### src/design/ps2mct_pkg.sv
package ps2mct_pkg;

    localparam int COORD_BITS = 12;
    localparam int CURSOR_W   = 12;
    localparam int SIZE_W     = 13;
    localparam int DELTA_W    = 9;
    localparam int SUM_W      = COORD_BITS + 2;
    localparam int CMP_W      = (SUM_W > SIZE_W + 1) ? SUM_W : SIZE_W + 1;
    localparam int CFG_IDX_W  = 1;
    localparam int QUEUE_DEPTH = 2;
    localparam int QPTR_W     = 1;
    localparam int QCNT_W     = 2;

    localparam logic [CFG_IDX_W-1:0] REG_SCREEN_WIDTH  = 1'd0;
    localparam logic [CFG_IDX_W-1:0] REG_SCREEN_HEIGHT = 1'd1;

    localparam logic [SIZE_W-1:0] WIDTH_RESET  = 13'd1024;
    localparam logic [SIZE_W-1:0] HEIGHT_RESET = 13'd768;
    localparam logic [COORD_BITS-1:0] POS_X_RESET = COORD_BITS'(512);
    localparam logic [COORD_BITS-1:0] POS_Y_RESET = COORD_BITS'(384);

    localparam int HDR_SYNC_BIT  = 3;
    localparam int HDR_XSIGN_BIT = 4;
    localparam int HDR_YSIGN_BIT = 5;
    localparam int HDR_LEFT_BIT  = 0;

    typedef struct packed {
        logic                      move;
        logic                      left;
        logic signed [DELTA_W-1:0] dx;
        logic signed [DELTA_W-1:0] dy;
    } op_t;

    typedef struct packed {
        logic full;
        logic empty;
    } q_status_t;

    function automatic logic [COORD_BITS-1:0] clamp_coord(
        logic signed [SUM_W-1:0] v,
        logic [SIZE_W-1:0]       size
    );
        logic [CMP_W-1:0] lim;
        logic [CMP_W-1:0] top;
        logic [CMP_W-1:0] vu;
        lim = CMP_W'(size);
        top = CMP_W'(1) << COORD_BITS;
        vu  = CMP_W'($unsigned(v));
        if (size == '0)
            lim = CMP_W'(1);
        if (lim > top)
            lim = top;
        if (v < 0)
            return '0;
        if (vu >= lim)
            return COORD_BITS'(lim - CMP_W'(1));
        return COORD_BITS'(vu);
    endfunction

    function automatic logic [CURSOR_W-1:0] to_cursor(logic [COORD_BITS-1:0] p);
        logic [COORD_BITS+CURSOR_W-1:0] wide;
        wide = {{CURSOR_W{1'b0}}, p};
        return wide[CURSOR_W-1:0];
    endfunction

endpackage

### src/design/ps2mct_front.sv
module ps2mct_front (
    input  logic                 clk,
    input  logic                 rst_n,
    input  logic                 in_valid,
    input  logic                 q_full,
    input  logic                 aux_byte,
    input  logic [7:0]           data_byte,
    output logic                 push,
    output ps2mct_pkg::op_t      push_op
);
    import ps2mct_pkg::*;

    typedef enum logic [1:0] {
        PH_HEADER,
        PH_XDATA,
        PH_YDATA
    } phase_t;

    phase_t     phase_reg, phase_next;
    logic [7:0] header_reg, header_next;
    logic [7:0] xbyte_reg, xbyte_next;
    logic       accept;

    assign accept = in_valid && !q_full;
    assign push   = accept;

    always_comb
    begin
        phase_next   = phase_reg;
        header_next  = header_reg;
        xbyte_next   = xbyte_reg;
        push_op.move = 1'b0;
        push_op.left = header_reg[HDR_LEFT_BIT];
        push_op.dx   = $signed({header_reg[HDR_XSIGN_BIT], xbyte_reg});
        push_op.dy   = $signed({header_reg[HDR_YSIGN_BIT], data_byte});
        if (accept && aux_byte)
        begin
            case (phase_reg)
                PH_XDATA:
                begin
                    xbyte_next = data_byte;
                    phase_next = PH_YDATA;
                end
                PH_YDATA:
                begin
                    push_op.move = 1'b1;
                    phase_next   = PH_HEADER;
                end
                default:
                begin
                    header_next = data_byte;
                    phase_next  = data_byte[HDR_SYNC_BIT] ? PH_XDATA : PH_HEADER;
                end
            endcase
        end
    end

    always_ff @(posedge clk or negedge rst_n)
    begin
        if (!rst_n)
        begin
            phase_reg  <= PH_HEADER;
            header_reg <= '0;
            xbyte_reg  <= '0;
        end
        else
        begin
            phase_reg  <= phase_next;
            header_reg <= header_next;
            xbyte_reg  <= xbyte_next;
        end
    end

endmodule

### src/design/ps2mct_queue.sv
module ps2mct_queue (
    input  logic                  clk,
    input  logic                  rst_n,
    input  logic                  push,
    input  ps2mct_pkg::op_t       push_op,
    input  logic                  pop,
    output ps2mct_pkg::op_t       head_op,
    output ps2mct_pkg::q_status_t status
);
    import ps2mct_pkg::*;

    op_t               mem [QUEUE_DEPTH];
    logic [QPTR_W-1:0] wr_ptr_reg, rd_ptr_reg;
    logic [QCNT_W-1:0] count_reg;

    assign head_op      = mem[rd_ptr_reg];
    assign status.full  = (count_reg == QCNT_W'(QUEUE_DEPTH));
    assign status.empty = (count_reg == '0);

    always_ff @(posedge clk)
    begin
        if (push)
            mem[wr_ptr_reg] <= push_op;
    end

    always_ff @(posedge clk or negedge rst_n)
    begin
        if (!rst_n)
        begin
            wr_ptr_reg <= '0;
            rd_ptr_reg <= '0;
            count_reg  <= '0;
        end
        else
        begin
            if (push)
                wr_ptr_reg <= wr_ptr_reg + QPTR_W'(1);
            if (pop)
                rd_ptr_reg <= rd_ptr_reg + QPTR_W'(1);
            if (push && !pop)
                count_reg <= count_reg + QCNT_W'(1);
            else if (pop && !push)
                count_reg <= count_reg - QCNT_W'(1);
        end
    end

endmodule

### src/design/ps2mct_back.sv
module ps2mct_back (
    input  logic                                 clk,
    input  logic                                 rst_n,
    input  logic                                 cfg_we,
    input  logic [ps2mct_pkg::CFG_IDX_W-1:0]     cfg_index,
    input  logic [ps2mct_pkg::SIZE_W-1:0]        cfg_wdata,
    input  ps2mct_pkg::op_t                      head_op,
    input  logic                                 q_empty,
    output logic                                 pop,
    output logic                                 out_valid,
    input  logic                                 out_stall,
    output logic [ps2mct_pkg::CURSOR_W-1:0]      cursor_x,
    output logic [ps2mct_pkg::CURSOR_W-1:0]      cursor_y,
    output logic                                 left_pressed,
    output logic                                 packet_done
);
    import ps2mct_pkg::*;

    logic [SIZE_W-1:0]     width_reg, height_reg;
    logic [COORD_BITS-1:0] pos_x_reg, pos_x_next;
    logic [COORD_BITS-1:0] pos_y_reg, pos_y_next;
    logic                  left_reg, left_next;
    logic                  out_valid_reg;
    logic [CURSOR_W-1:0]   cursor_x_reg, cursor_y_reg;
    logic                  left_out_reg, done_reg;
    logic signed [SUM_W-1:0] sum_x, sum_y;

    assign pop = !q_empty && (!out_valid_reg || !out_stall);

    assign sum_x = $signed({2'b00, pos_x_reg}) + SUM_W'(head_op.dx);
    assign sum_y = $signed({2'b00, pos_y_reg}) - SUM_W'(head_op.dy);

    always_comb
    begin
        pos_x_next = pos_x_reg;
        pos_y_next = pos_y_reg;
        left_next  = left_reg;
        if (head_op.move)
        begin
            pos_x_next = clamp_coord(sum_x, width_reg);
            pos_y_next = clamp_coord(sum_y, height_reg);
            left_next  = head_op.left;
        end
    end

    always_ff @(posedge clk or negedge rst_n)
    begin
        if (!rst_n)
        begin
            width_reg  <= WIDTH_RESET;
            height_reg <= HEIGHT_RESET;
        end
        else if (cfg_we)
        begin
            case (cfg_index)
                REG_SCREEN_WIDTH:  width_reg  <= cfg_wdata;
                REG_SCREEN_HEIGHT: height_reg <= cfg_wdata;
                default: ;
            endcase
        end
    end

    always_ff @(posedge clk or negedge rst_n)
    begin
        if (!rst_n)
        begin
            pos_x_reg     <= POS_X_RESET;
            pos_y_reg     <= POS_Y_RESET;
            left_reg      <= 1'b0;
            out_valid_reg <= 1'b0;
        end
        else
        begin
            if (pop)
            begin
                pos_x_reg     <= pos_x_next;
                pos_y_reg     <= pos_y_next;
                left_reg      <= left_next;
                out_valid_reg <= 1'b1;
            end
            else if (!out_stall)
                out_valid_reg <= 1'b0;
        end
    end

    always_ff @(posedge clk)
    begin
        if (pop)
        begin
            cursor_x_reg <= to_cursor(pos_x_next);
            cursor_y_reg <= to_cursor(pos_y_next);
            left_out_reg <= left_next;
            done_reg     <= head_op.move;
        end
    end

    assign out_valid    = out_valid_reg;
    assign cursor_x     = cursor_x_reg;
    assign cursor_y     = cursor_y_reg;
    assign left_pressed = left_out_reg;
    assign packet_done  = done_reg;

endmodule

### src/design/ps2_mouse_packet_cursor_tracker_top.sv
// Channel  Handshake              Beat payload
// in       in_valid / in_stall    aux_byte, data_byte
// out      out_valid / out_stall  cursor_x, cursor_y, left_pressed, packet_done
// cfg      cfg_we                 cfg_index, cfg_wdata
//
// One byte per cycle while in_stall is low; its result passes the queue entry and then the
// output registers, and waits there while out_stall holds.
// Front tracks packet phase, a two-entry queue feeds the back end, which owns the
// cursor and clamps it on each movement beat.
// Reset: cursor 512/384, size 1024x768, expecting a header byte.
// in_stall rises only when the queue is full, i.e. when out_stall has held results back.
module ps2_mouse_packet_cursor_tracker_top (
    input  logic                                 clk,
    input  logic                                 rst_n,
    input  logic                                 cfg_we,
    input  logic [ps2mct_pkg::CFG_IDX_W-1:0]     cfg_index,
    input  logic [ps2mct_pkg::SIZE_W-1:0]        cfg_wdata,
    input  logic                                 in_valid,
    output logic                                 in_stall,
    input  logic                                 aux_byte,
    input  logic [7:0]                           data_byte,
    output logic                                 out_valid,
    input  logic                                 out_stall,
    output logic [ps2mct_pkg::CURSOR_W-1:0]      cursor_x,
    output logic [ps2mct_pkg::CURSOR_W-1:0]      cursor_y,
    output logic                                 left_pressed,
    output logic                                 packet_done
);
    import ps2mct_pkg::*;

    op_t       push_op, head_op;
    q_status_t q_stat;
    logic      push, pop;

    assign in_stall = q_stat.full;

    ps2mct_front u_front (
        .clk       (clk),
        .rst_n     (rst_n),
        .in_valid  (in_valid),
        .q_full    (q_stat.full),
        .aux_byte  (aux_byte),
        .data_byte (data_byte),
        .push      (push),
        .push_op   (push_op)
    );

    ps2mct_queue u_queue (
        .clk     (clk),
        .rst_n   (rst_n),
        .push    (push),
        .push_op (push_op),
        .pop     (pop),
        .head_op (head_op),
        .status  (q_stat)
    );

    ps2mct_back u_back (
        .clk          (clk),
        .rst_n        (rst_n),
        .cfg_we       (cfg_we),
        .cfg_index    (cfg_index),
        .cfg_wdata    (cfg_wdata),
        .head_op      (head_op),
        .q_empty      (q_stat.empty),
        .pop          (pop),
        .out_valid    (out_valid),
        .out_stall    (out_stall),
        .cursor_x     (cursor_x),
        .cursor_y     (cursor_y),
        .left_pressed (left_pressed),
        .packet_done  (packet_done)
    );

    a_queue_status: assert property (@(posedge clk) disable iff (!rst_n)
        !(q_stat.full && q_stat.empty))
        else $error("queue full and empty at once");

    a_no_push_full: assert property (@(posedge clk) disable iff (!rst_n)
        push |-> !q_stat.full)
        else $error("push into full queue");

    a_no_pop_empty: assert property (@(posedge clk) disable iff (!rst_n)
        pop |-> !q_stat.empty)
        else $error("pop from empty queue");

    a_pop_fills_out: assert property (@(posedge clk) disable iff (!rst_n)
        pop |=> out_valid)
        else $error("popped beat did not reach output");

endmodule

### config.mk
export PLATFORM = sky130hd
export DESIGN_NAME = ps2_mouse_packet_cursor_tracker_top
export DESIGN_NICKNAME = d
export VERILOG_FILES = /design/src/design/ps2mct_pkg.sv /design/src/design/ps2mct_front.sv /design/src/design/ps2mct_queue.sv /design/src/design/ps2mct_back.sv /design/src/design/ps2_mouse_packet_cursor_tracker_top.sv
export SDC_FILE = /design/constraint.sdc
export NUM_CORES = 1
export LEC_CHECK = 0
export BUFFER_PORTS_ARGS = -buffer_cell sky130_fd_sc_hd__buf_4
export CORE_MARGIN = 2
export CORE_UTILIZATION = 45
export CTS_CLUSTER_DIAMETER = 80
export DETAILED_ROUTE_END_ITERATION = 8
export MAX_ROUTING_LAYER = met4
export SETUP_SLACK_MARGIN = 0.02
export SYNTH_ARGS = -nofsm -noshare
export SYNTH_HDL_FRONTEND = slang
export SYNTH_SLANG_ARGS = --single-unit
### constraint.sdc
create_clock -name clk -period 9.5 [get_ports clk]
set_input_delay 0.95 -clock clk [delete_from_list [all_inputs] [get_ports clk]]
set_output_delay 0.95 -clock clk [all_outputs]
set_load 0.01 [all_outputs]
After elaboration in Yosys (flattened, before gate mapping):

Memories as Yosys holds them, arrays and structs flattened.
Index checks and enable logic that the tools add are counted.

* bits in latches: 0
* memories kept: 1
* RAM bits: 40
* logic and storage cells: 97
* memory bits (read-only): 0
* register bits after elaboration: 98
* input port bits: 28

Memory list
* u_queue.mem: words 2, bits a word 20, rd ports 1, clocked after memory_dff 0, wr ports 1, line ps2mct_queue.sv:12 `op_t mem [QUEUE_DEPTH];`

* mux-type cells: 39
* $mul: 0
* equality and inequality tests: 4
* magnitude comparators: 6
* reduce and logical (&&, ||, !) cells: 21
* bitwise logic cells: 2
* add/sub/neg operators: 8
* shifts and indexed selects: 0
* div/mod/pow operators: 0

Operators with widths (number)
* 12-bit 2-to-1 mux: 10
* 14-bit 2-to-1 mux: 6
* 14-bit greater-or-equal comparator: 2
* 14-bit by 13-bit > comparator with 1-bit output, second input constant: 2
* 14-bit by 1-bit < comparator with 1-bit output, second input constant: 2
* 13-bit zero test: 2
* 13-bit 2-to-1 mux: 2
* 12-bit by 1-bit subtractor with 12-bit output, second input constant: 2
* 1-bit 2-to-1 mux: 18
* 13-bit by 9-bit adder with 14-bit output: 1
* 13-bit by 9-bit subtractor with 14-bit output: 1
* 2-bit AND reduction: 4
* 1-bit zero test: 6
* 1-bit logical AND: 5
* 2-bit == test, second input constant: 2
* 2-bit 2-to-1 mux: 2
* 2-bit one-hot mux with 2 select lines: 1
* 1-bit adder, second input constant: 2
* 2-bit by 1-bit adder with 2-bit output, second input constant: 1
* 2-bit by 1-bit == test with 1-bit output, second input constant: 1
* 2-bit zero test: 1
* 2-bit by 1-bit inequality test with 1-bit output, second input constant: 1
* 1-bit NOT: 2
* 2-bit nonzero test: 1
* other kinds (3): 3

Logic depth before layout (Yosys ltp):

* word-level depth: 13
* gate-level depth with buffers: 20
* gate-level depth less buffers: 18

Hierarchy:

From an unflattened synthesis, not the netlist that was laid out.

* cells, all modules: 732
* area, all modules: 8140.3 um^2

Modules (own cells, without submodules)
* ps2mct_back: instances 1, cells each 610, area each 5814.3 um^2, seq. area each 2089.5 um^2
* ps2mct_queue: instances 1, cells each 78, area each 1707.9 um^2, seq. area each 1301.2 um^2
* ps2mct_front: instances 1, cells each 44, area each 618.1 um^2, seq. area each 325.3 um^2

Worst setup path after synthesis:

No wires, ideal clock.

* path kind: register to register
* start: register u_queue.rd_ptr_reg
* end: register u_back.cursor_y_reg[8], in the netlist u_back.cursor_y[8], data pin
* required time: 9.231 ns
* buffers on the path: 3
* library setup time: 0.269 ns
* setup slack: 4.642 ns
* stages on the path, launching flop included: 19
* period minus slack after synthesis: 4.858 ns
* arrival: 4.589 ns
* cells stage by stage: dfrtp_1 -> buf_1 -> clkbuf_1 -> mux2i_1 -> ha_1 -> a21o_1 -> a31o_2 -> o21a_1 -> o41ai_1 -> xor2_1 -> ha_1 -> a211oi_1 -> a21oi_1 -> and3_1 -> a22o_1 -> buf_2 -> or2_2 -> o311ai_0 -> o21ai_0

* word-level cells in the longest chain between the ends: 9

Ends and longest elaborated chain
* start, declared: line ps2mct_queue.sv:13 `logic [QPTR_W-1:0] wr_ptr_reg, rd_ptr_reg;`
* start signal, assigned: line ps2mct_queue.sv:39 `rd_ptr_reg <= rd_ptr_reg + QPTR_W'(1);`
* memory read 2 x 20 bit *
* 13-bit by 9-bit subtractor with 14-bit output: line ps2mct_back.sv:31 `assign sum_y = $signed({2'b00, pos_y_reg}) - SUM_W'(head_op.dy);`
* 14-bit greater-or-equal comparator: line ps2mct_pkg.sv:55 `if (vu >= lim)`
* 1-bit 2-to-1 mux (2 in series): line ps2mct_pkg.sv:55
* 1-bit 2-to-1 mux: line ps2mct_back.sv:38 `if (head_op.move)`
* 12-bit 2-to-1 mux: line ps2mct_pkg.sv:57 `return COORD_BITS'(vu);`
* 12-bit 2-to-1 mux: line ps2mct_pkg.sv:55
* 12-bit 2-to-1 mux *: line ps2mct_back.sv:38
* via u_back.pos_y_next[8]: line ps2mct_back.sv:21 `logic [COORD_BITS-1:0] pos_y_reg, pos_y_next;`
* end signal, assigned: line ps2mct_back.sv:91 `cursor_y_reg <= to_cursor(pos_y_next);`
* end, declared: line ps2mct_back.sv:24 `logic [CURSOR_W-1:0] cursor_x_reg, cursor_y_reg;`

The timed path passes the listed nets; every way through them passes the cells marked *. The select of a mux whose other input is x is not followed.
A chain may end at the register's enable or synchronous reset.

Worst setup path in the final report:

Same ends and word-level chain as after synthesis.

==> impl_metrics.toml <==
[run_status]
status = "finished clean"

[place]
dp_hpwl_mm = 13.5
gp_congestion = 0.855
portBuffers = 55

[routing]
initialDrtViolationCount = 465
drc = 0
ant_nets = 0
viasPerCell = 5.61
first_pass_iters = 5
drt_wl_total_mm = 18.6
vias = 5720
wl_per_cell_um = 18.2

[clocking]
cts_tree = "done"
cts_root_buffer = "clkbuf_16"
cts_hold_buf = 0
cts_resized = 0
clkSinkCount = 135
cts_inserted_buffers = 17
h-tree-depth = 4
cts_max_path_buffers = 2
post_cts_buffers = 0
clk_latency_ns = 0.42
clkSlewWorstSetupHoldPaths_ns = 0.06

[worst_setup_path]
worst-setup-path-type = "reg2reg"
worstSetupEndpointType = "flop"
worst_setup_path_start_kind = "flop"
cpPeakStageDelay_ns = 0.87
critPathSlowestCell = "mux2i_1"
arrival_ns = 5.85
path_common_cell = "ha_1"
worstPathCellList = "buf_4, mux2i_1, ha_1, nand2_1, nor2_1, o21a_1, o41ai_1, xor2_1, ha_1, a211oi_1, a21oi_1, and3_1, a22o_1, inv_1, o311ai_0, o21ai_0"
cp_max_fo = 21
r2r_cells = 16
critPathRequiredTime_ns = 9.65

[global_route]
overflow = 0
grt_pass1_vias = 5598
antenna_found_initial = 0
grt.total_usage_pct = 21.8
grt_max_degree = 70
grt_pass1_wl_mm = 29.6

[die]
chipWidth_um = 135
dieHeight_um = 135
initial_core_util_pct = 45.4
fp.coreArea_mm2 = 0.0171
rows = 48
die_area_mm2 = 0.0183
pin_count = 56

[flow_run]
cap_violations = 0

[synth]
yosysUniqueCellTypes = 63
syn-instance-count = 729
synth_edf_count = 66
netlist_area_mm2 = 0.00777
synthArstFlopShare_pct = 51.1
ys.flop_type = "edfxtp_1"
syn-num-nets = 816
synth_seq_area_share_pct = 47.8
synth_warnings = 0
synth_area_per_cell_um2 = 10.7
synth-seq-cells = 135

[timing]
hold-worst-slack_ns = 0.464
min_period_ns = 5.70
setup_viol = 0
final.setup.tns_ns = 0
fin_crit_sh_pct = 60.0
max_freq_mhz = 175
maxSlewViolCount = 0
tightest_slew_ns = 1.15
grt_setup_unrepaired = "false"
skew_ns = 0.00716
slew_headroom_pct = 23.1
final_hold_viol_count = 0

[final_layout]
fillers = 1529
area_delta_synth_final_pct = 15.7
largest_reg_flops = 40
antennaDiodeCount = 0
drive_gt1_share_pct = 19.4
nNetsFinal = 869

[min_path]
hold_depth = 0
hold_path.class = "reg2reg"
area by class of cell:
type,count,area (µm²),area share (%)
Multi-Input combinational cell,542,3870,43.0
Sequential cell,135,3720,41.3
Timing Repair Buffer,60,450,5.01
Clock buffer,18,429,4.77
Tap cell,225,282,3.13
Clock inverter,14,148,1.64
Inverter,26,97.6,1.09
cell usage after synthesis, drive strengths merged, types with 3 or more instances:
cell	instances	area (µm²)
nand2	107	402
edfxtp	66	1980
dfrtp	63	1580
o21ai	58	294
ha	57	713
mux2	46	518
nor2	38	143
inv	26	97.6
clkbuf	22	82.6
a21oi	20	100
o31ai	20	160
xnor2	18	158
mux2i	16	160
o211ai	15	113
xor2	14	123
nor3	13	65.1
nand3	12	65.1
nor2b	8	50.1
o21a	7	52.6
or3	7	43.8
a21o	6	45.0
and3	6	37.5
dfstp	6	158
a211oi	5	37.5
nor4	5	37.5
a211o	4	35.0
and2	4	25.0
buf	4	17.5
nand2b	4	25.0
o22ai	4	25.0
or2	4	25.0
or4	4	41.3
a2111oi	3	26.3
a22o	3	26.3
nand3b	3	22.5
o41ai	3	26.3
critical path, delay by kind of cell, from the launching register on:
family	cells	cell delay, ns
AOI/OAI and AO/OA	7	2.12
xor gates and xnor gates	1	0.17
adders and majority gates	2	0.76
and+or+nand+nor	3	0.35
DFF	1	0.71
buffers and inverters	2	0.44
muxes	1	0.87
metal layers:
metal	track usage [%]	wire [µm]
met5	-	0
met2	33.3	8370
met3	3.78	684
met4	4.92	197
met1	30.5	9300
metrics by stage:
stage,setup slack [ns],util [%],std cells,instance area (µm²)
3_5_place_dp,3.88,49.2,988,8410
4_1_cts,3.83,52.5,1020,8990
5_1_grt,3.28,52.5,1020,8990
6_report,3.80,52.5,1020,8990
2_1_floorplan,4.64,-,729,7770
3_3_place_gp,3.89,49.2,988,8410
cells by family after synthesis:
kind of cell | share of synthesized area [%]
compound gates | 14.2
simple gates | 13.4
buf+inv | 2.54
xor+xnor | 3.61
mux | 8.73
fa+ha+maj | 9.69
flops | 47.8
cells in the final DEF (no fill, tap or decap), drive strengths merged, types with 4 or more instances in the layout:
master and n:
inv 30, nand2 107, mux2i 16, and2 4, a21o 6, and3 6, o21a 7, dfstp 6
edfxtp 66, clkinv 7, nor2 38, xor2 14, mux2 46, xnor2 18, ha 57, nand2b 4
nor4 5, o211ai 15, or4 4, nor2b 8, or3 7, or2 4, o22ai 4, a211oi 5
o31ai 20, nand3 12, o21ai 58, dfrtp 63, buf 60, clkbuf 18, nor3 13, a21oi 20
a211o 4
worst paths after layout:
check,from,to,slack [ns]
setup / recovery,u_queue.rd_ptr_reg,u_back.cursor_y[8],3.80
hold / removal,u_front.header_reg[0],u_queue.mem[0][18],0.46
setup reg to reg,u_queue.rd_ptr_reg,u_back.cursor_y[8],3.80
hold reg to reg,u_front.header_reg[0],u_queue.mem[0][18],0.46
max in group asynchronous,rst_n,u_front.header_reg[4],8.23
min in group asynchronous,rst_n,u_back.pos_y_reg[10],0.64
Power is left out: the tool's default activity adds up to more than one toggle a clock period on the data nets, which glitch-free logic cannot reach.
